$ cat src/rtl/core/scfr_pkg.sv
// Package for the serial command frame receiver: frame geometry, command
// codes, action and status codes, and the packed result beat layout.
// No dependencies.
`timescale 1ns / 1ps

package scfr_pkg;

  localparam int unsigned FRAME_BYTES = 16;
  localparam int unsigned POS_W       = $clog2(FRAME_BYTES);
  localparam int unsigned WORD_CNT    = FRAME_BYTES / 2;
  localparam int unsigned WIDX_W      = $clog2(WORD_CNT);
  localparam int unsigned SUM_WORDS   = WORD_CNT - 1;  // checksum word excluded

  // Command words
  localparam logic [15:0] CMD_DISABLE     = 16'h0014;
  localparam logic [15:0] CMD_ENABLE      = 16'h0015;
  localparam logic [15:0] CMD_FREQ_UP     = 16'h0020;
  localparam logic [15:0] CMD_FREQ_DOWN   = 16'h0021;
  localparam logic [15:0] CMD_PHASE_UP    = 16'h0028;
  localparam logic [15:0] CMD_PHASE_DOWN  = 16'h0029;
  localparam logic [15:0] CMD_PHASE_SET   = 16'h002A;
  localparam logic [15:0] CMD_RELAY_CLOSE = 16'h0070;
  localparam logic [15:0] CMD_RELAY_OPEN  = 16'h0071;
  localparam logic [15:0] CMD_POWER_ON    = 16'h0080;
  localparam logic [15:0] CMD_POWER_OFF   = 16'h0081;

  typedef enum logic [3:0] {
    ACT_NONE        = 4'd0,
    ACT_DISABLE     = 4'd1,
    ACT_ENABLE      = 4'd2,
    ACT_FREQ_UP     = 4'd3,
    ACT_FREQ_DOWN   = 4'd4,
    ACT_PHASE_UP    = 4'd5,
    ACT_PHASE_DOWN  = 4'd6,
    ACT_PHASE_SET   = 4'd7,
    ACT_RELAY_CLOSE = 4'd8,
    ACT_RELAY_OPEN  = 4'd9,
    ACT_POWER_ON    = 4'd10,
    ACT_POWER_OFF   = 4'd11
  } action_t;

  typedef enum logic [1:0] {
    ST_OK       = 2'd0,
    ST_CHECKSUM = 2'd1,
    ST_OVERRUN  = 2'd2
  } status_t;

  // Input kind flag
  localparam logic KIND_DATA    = 1'b0;
  localparam logic KIND_OVERRUN = 1'b1;

  // Result beat, packed LSB first from the bottom member up
  typedef struct packed {
    logic               pad;
    logic               enable_mode;
    logic [31:0]        float_argument_b;
    logic [31:0]        float_argument_a;
    logic signed [15:0] signed_argument;
    logic [15:0]        command_word;
    logic [15:0]        header_word;
    action_t            action;
    status_t            status;
  } result_t;

  localparam int unsigned RESULT_W = $bits(result_t);

  function automatic action_t decode_action(input logic [15:0] cmd);
    action_t act;
    begin
      case (cmd)
        CMD_DISABLE:     act = ACT_DISABLE;
        CMD_ENABLE:      act = ACT_ENABLE;
        CMD_FREQ_UP:     act = ACT_FREQ_UP;
        CMD_FREQ_DOWN:   act = ACT_FREQ_DOWN;
        CMD_PHASE_UP:    act = ACT_PHASE_UP;
        CMD_PHASE_DOWN:  act = ACT_PHASE_DOWN;
        CMD_PHASE_SET:   act = ACT_PHASE_SET;
        CMD_RELAY_CLOSE: act = ACT_RELAY_CLOSE;
        CMD_RELAY_OPEN:  act = ACT_RELAY_OPEN;
        CMD_POWER_ON:    act = ACT_POWER_ON;
        CMD_POWER_OFF:   act = ACT_POWER_OFF;
        default:         act = ACT_NONE;
      endcase
      return act;
    end
  endfunction

endpackage

$ cat src/rtl/core/serial_command_frame_receiver.sv
// Serial command frame receiver top level: byte assembly, checksum, decode
// and a two-entry result buffer (output register plus skid entry).
// Depends on scfr_pkg.
`timescale 1ns / 1ps

// Accepts one beat per clock while in_tready is high: a received UART byte
// (in_tuser = 0) or a receive-overrun event (in_tuser = 1). Sixteen data bytes
// form one frame of eight little-endian words: header, command, float A (low word
// first), float B, signed argument, checksum. The checksum must equal the 16-bit
// wrapping sum of the first seven words. Each completed frame yields exactly one
// result beat with status ok, checksum error or overrun (overrun wins); overrun
// events and non-final bytes yield nothing. Rejected frames report zero payload
// and the unchanged enable-mode bit. Every input beat is processed in the cycle
// it is accepted, so while in_tready is high the sustained rate is one beat per
// clock; a final byte's result goes to the output register, or to the skid entry
// while that register holds an untaken beat. An output register plus one skid
// entry decouple the two sides: in_tready is a register and drops only when both
// entries hold results, and it comes back in the cycle after the downstream side
// takes a beat. The header is not checked; unknown commands give action none.
module serial_command_frame_receiver (
  input  logic                            clk,
  input  logic                            rst_n,
  // input stream
  input  logic                            in_tvalid,
  output logic                            in_tready,
  input  logic [7:0]                      in_tdata,   // [7:0] rx_byte
  input  logic                            in_tuser,   // [0] kind
  // result stream
  output logic                            out_tvalid,
  input  logic                            out_tready,
  // [1:0] status, [5:2] action, [21:6] header_word, [37:22] command_word,
  // [53:38] signed_argument, [85:54] float_argument_a,
  // [117:86] float_argument_b, [118] enable_mode, [119] zero pad
  output logic [scfr_pkg::RESULT_W-1:0]   out_tdata
);

  import scfr_pkg::*;

  // Frame assembly state
  logic [POS_W-1:0]  byte_pos_r,   byte_pos_nxt;
  logic [7:0]        low_byte_r,   low_byte_nxt;
  logic [15:0]       run_sum_r,    run_sum_nxt;
  logic              overrun_r,    overrun_nxt;
  logic              mode_r,       mode_nxt;
  logic [15:0]       frame_words_r [SUM_WORDS];  // words 0..6; checksum compared live

  // Result buffer
  logic              out_valid_r,  out_valid_nxt;
  logic              skid_valid_r, skid_valid_nxt;
  result_t           out_data_r,   out_data_nxt;
  result_t           skid_data_r,  skid_data_nxt;

  logic              in_fire;
  logic              byte_fire;
  logic              last_byte;
  logic              odd_byte;
  logic [WIDX_W-1:0] widx;
  logic [15:0]       word;
  logic              out_fire;
  action_t           act;
  result_t           res;

  assign in_tready = !skid_valid_r;
  assign in_fire   = in_tvalid && in_tready;
  assign byte_fire = in_fire && (in_tuser == KIND_DATA);
  assign odd_byte  = byte_pos_r[0];
  assign widx      = byte_pos_r[POS_W-1:1];
  assign word      = {in_tdata, low_byte_r};
  assign last_byte = byte_fire && (byte_pos_r == POS_W'(FRAME_BYTES - 1));
  assign out_fire  = out_valid_r && out_tready;
  assign act       = decode_action(frame_words_r[1]);

  // Assembly next state
  always_comb begin
    byte_pos_nxt = byte_pos_r;
    low_byte_nxt = low_byte_r;
    run_sum_nxt  = run_sum_r;
    overrun_nxt  = overrun_r;
    mode_nxt     = mode_r;
    res          = '0;

    if (in_fire && (in_tuser == KIND_OVERRUN)) begin
      overrun_nxt = 1'b1;
    end else if (byte_fire) begin
      if (!odd_byte) begin
        low_byte_nxt = in_tdata;
        byte_pos_nxt = byte_pos_r + POS_W'(1);
      end else if (!last_byte) begin
        // words 0..6 all land here
        run_sum_nxt  = run_sum_r + word;
        byte_pos_nxt = byte_pos_r + POS_W'(1);
      end else begin
        // final byte: word is the checksum
        if (overrun_r) begin
          res.status = ST_OVERRUN;
        end else if (run_sum_r != word) begin
          res.status = ST_CHECKSUM;
        end else begin
          res.status           = ST_OK;
          res.action           = act;
          res.header_word      = frame_words_r[0];
          res.command_word     = frame_words_r[1];
          res.signed_argument  = frame_words_r[6];
          res.float_argument_a = {frame_words_r[3], frame_words_r[2]};
          res.float_argument_b = {frame_words_r[5], frame_words_r[4]};
          if (act == ACT_DISABLE) begin
            mode_nxt = 1'b0;
          end else if (act == ACT_ENABLE) begin
            mode_nxt = 1'b1;
          end
        end
        res.enable_mode = mode_nxt;
        byte_pos_nxt    = '0;
        run_sum_nxt     = '0;
        overrun_nxt     = 1'b0;
      end
    end
  end

  // Result buffer next state: skid drains first, new results never pass it
  always_comb begin
    out_valid_nxt  = out_valid_r;
    skid_valid_nxt = skid_valid_r;
    out_data_nxt   = out_data_r;
    skid_data_nxt  = skid_data_r;

    if (skid_valid_r) begin
      if (out_fire) begin
        out_data_nxt   = skid_data_r;
        skid_valid_nxt = 1'b0;
      end
    end else if (last_byte) begin
      if (!out_valid_r || out_fire) begin
        out_data_nxt  = res;
        out_valid_nxt = 1'b1;
      end else begin
        skid_data_nxt  = res;
        skid_valid_nxt = 1'b1;
      end
    end else if (out_fire) begin
      out_valid_nxt = 1'b0;
    end
  end

  always_ff @(posedge clk) begin
    if (!rst_n) begin
      byte_pos_r   <= '0;
      low_byte_r   <= '0;
      run_sum_r    <= '0;
      overrun_r    <= 1'b0;
      mode_r       <= 1'b0;
      out_valid_r  <= 1'b0;
      skid_valid_r <= 1'b0;
    end else begin
      byte_pos_r   <= byte_pos_nxt;
      low_byte_r   <= low_byte_nxt;
      run_sum_r    <= run_sum_nxt;
      overrun_r    <= overrun_nxt;
      mode_r       <= mode_nxt;
      out_valid_r  <= out_valid_nxt;
      skid_valid_r <= skid_valid_nxt;
    end
  end

  // Payload storage, no reset
  always_ff @(posedge clk) begin
    out_data_r  <= out_data_nxt;
    skid_data_r <= skid_data_nxt;
    if (byte_fire && odd_byte && !last_byte) begin
      frame_words_r[widx] <= word;
    end
  end

  assign out_tvalid = out_valid_r;
  assign out_tdata  = out_data_r;

endmodule
$ cat config.mk
export PLATFORM = sky130hd
export DESIGN_NAME = serial_command_frame_receiver
export DESIGN_NICKNAME = d
export VERILOG_FILES = /design/src/rtl/core/scfr_pkg.sv /design/src/rtl/core/serial_command_frame_receiver.sv
export SDC_FILE = /design/constraint.sdc
export NUM_CORES = 1
export LEC_CHECK = 0
export ABC_AREA = 1
export BUFFER_PORTS_ARGS = -buffer_cell sky130_fd_sc_hd__clkbuf_2
export CAP_MARGIN = 20
export CORE_ASPECT_RATIO = 0.8
export CORE_MARGIN = 5
export CORE_UTILIZATION = 50
export CTS_BUF_LIST = sky130_fd_sc_hd__clkbuf_8
export CTS_CLUSTER_SIZE = 14
export DETAILED_ROUTE_END_ITERATION = 16
export GPL_TIMING_DRIVEN = 0
export MAX_ROUTING_LAYER = met4
export PLACE_DENSITY = 0.69
export SETUP_SLACK_MARGIN = 0.15
export SLEW_MARGIN = 40
export SYNTH_ARGS = -nofsm -noshare
export SYNTH_HDL_FRONTEND = slang
export SYNTH_SLANG_ARGS = --single-unit
$ cat constraint.sdc
create_clock -name clk -period 17.2 [get_ports clk]
set_clock_uncertainty 0.2 [all_clocks]
set_input_delay 4.3 -clock clk [delete_from_list [all_inputs] [get_ports clk]]
set_output_delay 4.3 -clock clk [all_outputs]
set_load 0.05 [all_outputs]
# After elaboration in Yosys (flattened, before gate mapping)
# Memory sizes are Yosys's and may differ from the RTL's.
# Cells that the tools add are included.
[totals]
ff_bits = 271
ramBits = 112
inputBits = 13
out_inout_bits = 122
elab_cells = 106
n_memories = 1
[memory_table]
columns = ["memory", "words", "width", "rd", "rd_clocked_by_memory_dff", "wr", "line_no", "source"]
rows = [
  ["frame_words_r", 7, 16, 7, 0, 1, "serial_command_frame_receiver.sv:45", "logic [15:0] frame_words_r [SUM_WORDS];"],
]
[classes]
addsub = 2
n_eq_ne = 17
muxes = 32
bitwise = 5
reduce_logical = 25
[op_table]
columns = ["op", "n"]
rows = [
  ["2-to-1 mux 120 bit", 4],
  ["2-to-1 mux 119 bit", 3],
  ["2-to-1 mux 116 bit", 2],
  ["equality test 16 x 6 -> 1 bit, second input constant", 5],
  ["case mux 4 bit (11 select lines)", 1],
  ["equality test 16 x 5 -> 1 bit, second input constant", 2],
  ["equality test 16 x 7 -> 1 bit, second input constant", 2],
  ["equality test 16 x 8 -> 1 bit, second input constant", 2],
  ["2-to-1 mux 1 bit", 18],
  ["AND reduction 3 bit", 6],
  ["adder 16 bit", 1],
  ["2-to-1 mux 16 bit", 1],
  ["!= test 16 bit", 1],
  ["nonzero test 2 bit", 6],
  ["2-to-1 mux 4 bit", 2],
  ["logical AND 1 bit", 7],
  ["inverter 1 bit", 5],
  ["adder 4 x 1 -> 4 bit, second input constant", 1],
  ["equality test 4 x 1 -> 1 bit, second input constant", 1],
  ["equality test 4 x 2 -> 1 bit, second input constant", 1],
  ["equality test 4 bit, second input constant", 1],
  ["!= test 2 x 1 -> 1 bit, second input constant", 2],
  ["AND reduction 4 bit", 1],
  ["zero test 1 bit", 3],
  ["other kinds (3)", 3],
]

# Depth between registers and ports, before layout
# An unclocked memory read counts as a cell.
[logic_depth]
ltp_word = 14
ltp_mapped = 13
ltp_nobuf = 13

# Least setup slack after synthesis
# No wires, ideal clock.
[synth_timing]
path_kind = "input port to flip-flop"
from = "input port in_tvalid"
to = "register skid_data_r[0] (netlist name) (enable)"
setup_time_ns = 0.743
arrival_time_ns = 12.892
required_time_ns = 16.257
path_slack_ns = 3.365
cell_stages = 6
path_buffers = 0
path_cell_list = "inv_1 -> nor2_4 -> nand2_4 -> nor3_1 -> inv_1 -> nor3_1"
[synth_via]
elab_chain_len = 4
[synth_rtl]
columns = ["element", "line_no", "source"]
rows = [
  ["start: declaration", "serial_command_frame_receiver.sv:24", "input logic in_tvalid,"],
  ["logical AND 1 bit", "serial_command_frame_receiver.sv:64", "assign in_fire = in_tvalid && in_tready;"],
  ["logical AND 1 bit", "serial_command_frame_receiver.sv:65", "assign byte_fire = in_fire && (in_tuser == KIND_DATA);"],
  ["logical AND 1 bit", "serial_command_frame_receiver.sv:69", "assign last_byte = byte_fire && (byte_pos_r == POS_W'(FRAME_BYTES - 1));"],
  ["AND reduction 3 bit (no line)", "--", ""],
  ["end signal: assignment", "serial_command_frame_receiver.sv:168", "skid_data_r <= skid_data_nxt;"],
  ["end: declaration", "serial_command_frame_receiver.sv:51", "result_t skid_data_r, skid_data_nxt;"],
]
# No other way between the ends.
# A chain may end at the register's enable or synchronous reset.

# Final worst setup path
[layout_timing]
from = "register skid_valid_r"
to = "output port in_tready"
[layout_via]
elab_chain_len = 1
[layout_rtl]
columns = ["element", "line_no", "source"]
rows = [
  ["start: declaration", "serial_command_frame_receiver.sv:49", "logic skid_valid_r, skid_valid_nxt;"],
  ["start signal: assignment", "serial_command_frame_receiver.sv:161", "skid_valid_r <= skid_valid_nxt;"],
  ["zero test 1 bit", "serial_command_frame_receiver.sv:63", "assign in_tready = !skid_valid_r;"],
  ["end: declaration", "serial_command_frame_receiver.sv:25", "output logic in_tready,"],
]
# No other way between the ends.

==> flow_summary.ini <==
[sta]
timing.final.crit_period_ns = 6.693
rsz0062_at_grt = false
setup_viol = 0
hold_viol = 0
slew_viol_final = 0
worstMarginPinSlew_ns = 0.8376
tns_ns = 0
slew_headroom_pct = 44.10
clock.fmax_mhz = 149.4
hold_ws_ns = 0.2640
period_share_pct = 38.91

[global_routing]
gr-total-overflow = 0
grt_max_degree = 26
grt_use_total_pct = 19.87
first_global_vias = 9163
grt_antenna_before_repair = 0
grt_pass1_wl_mm = 51.06

[synthesis]
async_flop_share_pct = 0
synth_ff_type = edfxtp_1
netlist_instances = 1240
synth_top_area_share_pct = 69.02
syn-num-nets = 1270
synth_largest_area_cell = edfxtp_1
synth_edf_count = 350
syn_area_per_cell_um2 = 12.28
seq_area_frac_synth_pct = 73.22
yosys_warnings = 0
synthDistinctLibCells = 38
yosys_register_bits = 382
synth_area_leaders = edfxtp_1 69%, nand2_1 5.4%, o21ai_0 4.3%, dfxtp_1 4.2%, inv_1 3.9%
netlist_area_um2 = 15230

[critical_path]
crit_slowest_cell = clkbuf_1
cp-start-kind = register
path_max_fanout = 10
crit_type = reg -> out
end_kind = primary output
cp.arrival_ns = 2.19
r2r_cells = 9
crit_chain = clkbuf_1, inv_1, clkbuf_2
max_stage_delay_ns = 0.59
timing.rr.end = out_tdata[76]
startpoint = skid_valid_r
regToRegStartpoint = skid_valid_r
cp.required_ns = 12.70
r2r_slack_ns = 13.86

[route]
vias = 9511
drt_pass1_iterations = 5
drc = 0
wire_per_inst_um = 17.42
drtIter0Drc = 829
antenna_left = 0
wl_mm = 33.28
routed_via_density = 4.980

[clock_network]
cts_made_buffers = 58
cts_hold_buf = 0
ctsHtreeMaxLevel = 2
cts_tree = done
cts_buffer_depth = 3
ctsResizeCount = 0
clkLatencyLatePin_ns = 0.61
clk_pin_slew_ns = 0.06
cts_sinks = 382
cts_root_buf = clkbuf_8
cts_setup_buffers = 0

[run_status]
outcome = finished, final reports clean

[finish]
antennaDiodeCount = 0
fin_nets = 1487
syn_to_final_growth_pct = 16.43
final_cells = 1910
layout-drive-gt1-share_pct = 19.84
finalInstanceArea_um2 = 17730

[place]
dp.cells = 1810
dpl-instance-area_um2 = 16670
portBuffers = 133
gp_congestion = 0.8845
dpl.hpwl_mm = 22.20

[die]
io_pins = 135
die_h_um = 166.1
row_count = 57
die_x_um = 205.1
core-area_um2 = 30240
start_util_pct = 50.36
die-area_um2 = 34070

[min_path]
min_path_type = reg -> reg
hp-start = run_sum_r[10]
hold_end = run_sum_r[10]
hold_depth = 2

[power]
powerDensity_nw_per_um2 = 97.45
leakagePower_nw = 7.009
ir_worst_vdd_v = 0.00004423

[flow_run]
drv_cap = 0
==> placed cells by master, fill, tap and decap left out, types with 26 or more instances in the layout <==
| cell | n |
|---|---|
| a21oi_1 | 26 |
| clkbuf_2 | 133 |
| clkbuf_8 | 62 |
| dfxtp_1 | 32 |
| edfxtp_1 | 350 |
| inv_1 | 170 |
| nand2_1 | 221 |
| nand3_1 | 26 |
| nor2_1 | 145 |
| nor2_4 | 38 |
| o21ai_0 | 132 |
==> cell usage after synthesis, drive strengths merged (3+ instances only) <==
library cell  instances
inv                 160
nand3                26
dfxtp                32
xnor2                 3
nand4                 7
edfxtp              350
nor3                  7
nor2                187
o21ai               142
clkbuf               23
a21oi                26
buf                  19
nand2               222
ha                   16
==> through the flow <==
step | utilization [%] | power, mW | setup slack (ns)
2_1_floorplan | - | 1.046 | 3.365
3_3_place_gp | 54.27 | 1.063 | -0.8395
3_5_place_dp | 55.13 | 1.064 | 9.907
4_1_cts | 58.62 | 1.746 | 10.42
5_1_grt | 58.64 | 1.794 | 10.36
6_report | 58.64 | 1.728 | 10.51
==> routing by layer <==
| layer | global-route usage [%] | vias to the layer above | part of all wire (%) |
|---|---|---|---|
| li1 | - | 4623 | - |
| met1 | 27.89 | 4531 | 44 |
| met2 | 30.52 | 307 | 47 |
| met3 | 3.651 | 50 | 7.4 |
| met4 | 4.978 | 0 | 1.7 |
| met5 | - | - | 0 |
==> report_power, final <==
part | total (mW) | internal [mW] | leakage [nW] | switching [mW]
registers | 1.02 | 1.01 | 3.59 | 0.00896
logic | 0.0292 | 0.00786 | 2.83 | 0.0213
clock network | 0.683 | 0.347 | 0.590 | 0.336
==> worst max path at each step <==
stage	endpoint	slack, ns	cells after the start
6_report	in_tready	10.51	3
5_1_grt	out_tdata[87]	10.36	13
4_1_cts	in_tready	10.42	3
3_5_place_dp	skid_data_r[73]	9.91	13
3_3_place_gp	skid_data_r[110]	-0.84	7
2_1_floorplan	skid_data_r[0]	3.37	6
==> cells by family after synthesis <==
family,synth area share (%)
simple gates,13.36
fa+ha+maj,1.446
other cells,0.02463
flops,73.22
xor+xnor,0.2876
compound gates,6.039
buf+inv,5.620
==> state kept, by name, summed over array words and instances (netlist names) <==
signal / count
out_tdata: 119
skid_data_r: 119
frame_words_r: 112
run_sum_r: 16
low_byte_r: 8
byte_pos_r: 4
mode_r: 1
out_tvalid: 1
overrun_r: 1
skid_valid_r: 1
==> worst max-delay path, delay by kind of cell, from the launching register on <==
family                 cells  cell delay [ns]
buffers and inverters      3             1.22
flip-flops                 1             0.38
==> final cells by class <==
class / instances / area (um2)
sequential: 382 / 11150
clock buffer: 62 / 853.3
inverter: 161 / 604.3
tap: 413 / 516.7
clock inverter: 38 / 200.2
buffer: 42 / 251.5
timing repair buffer: 157 / 882.1
fill: 2490 / 12510
multi-input combinational: 655 / 3272
Note: power is estimated with default switching activity, not from simulation.
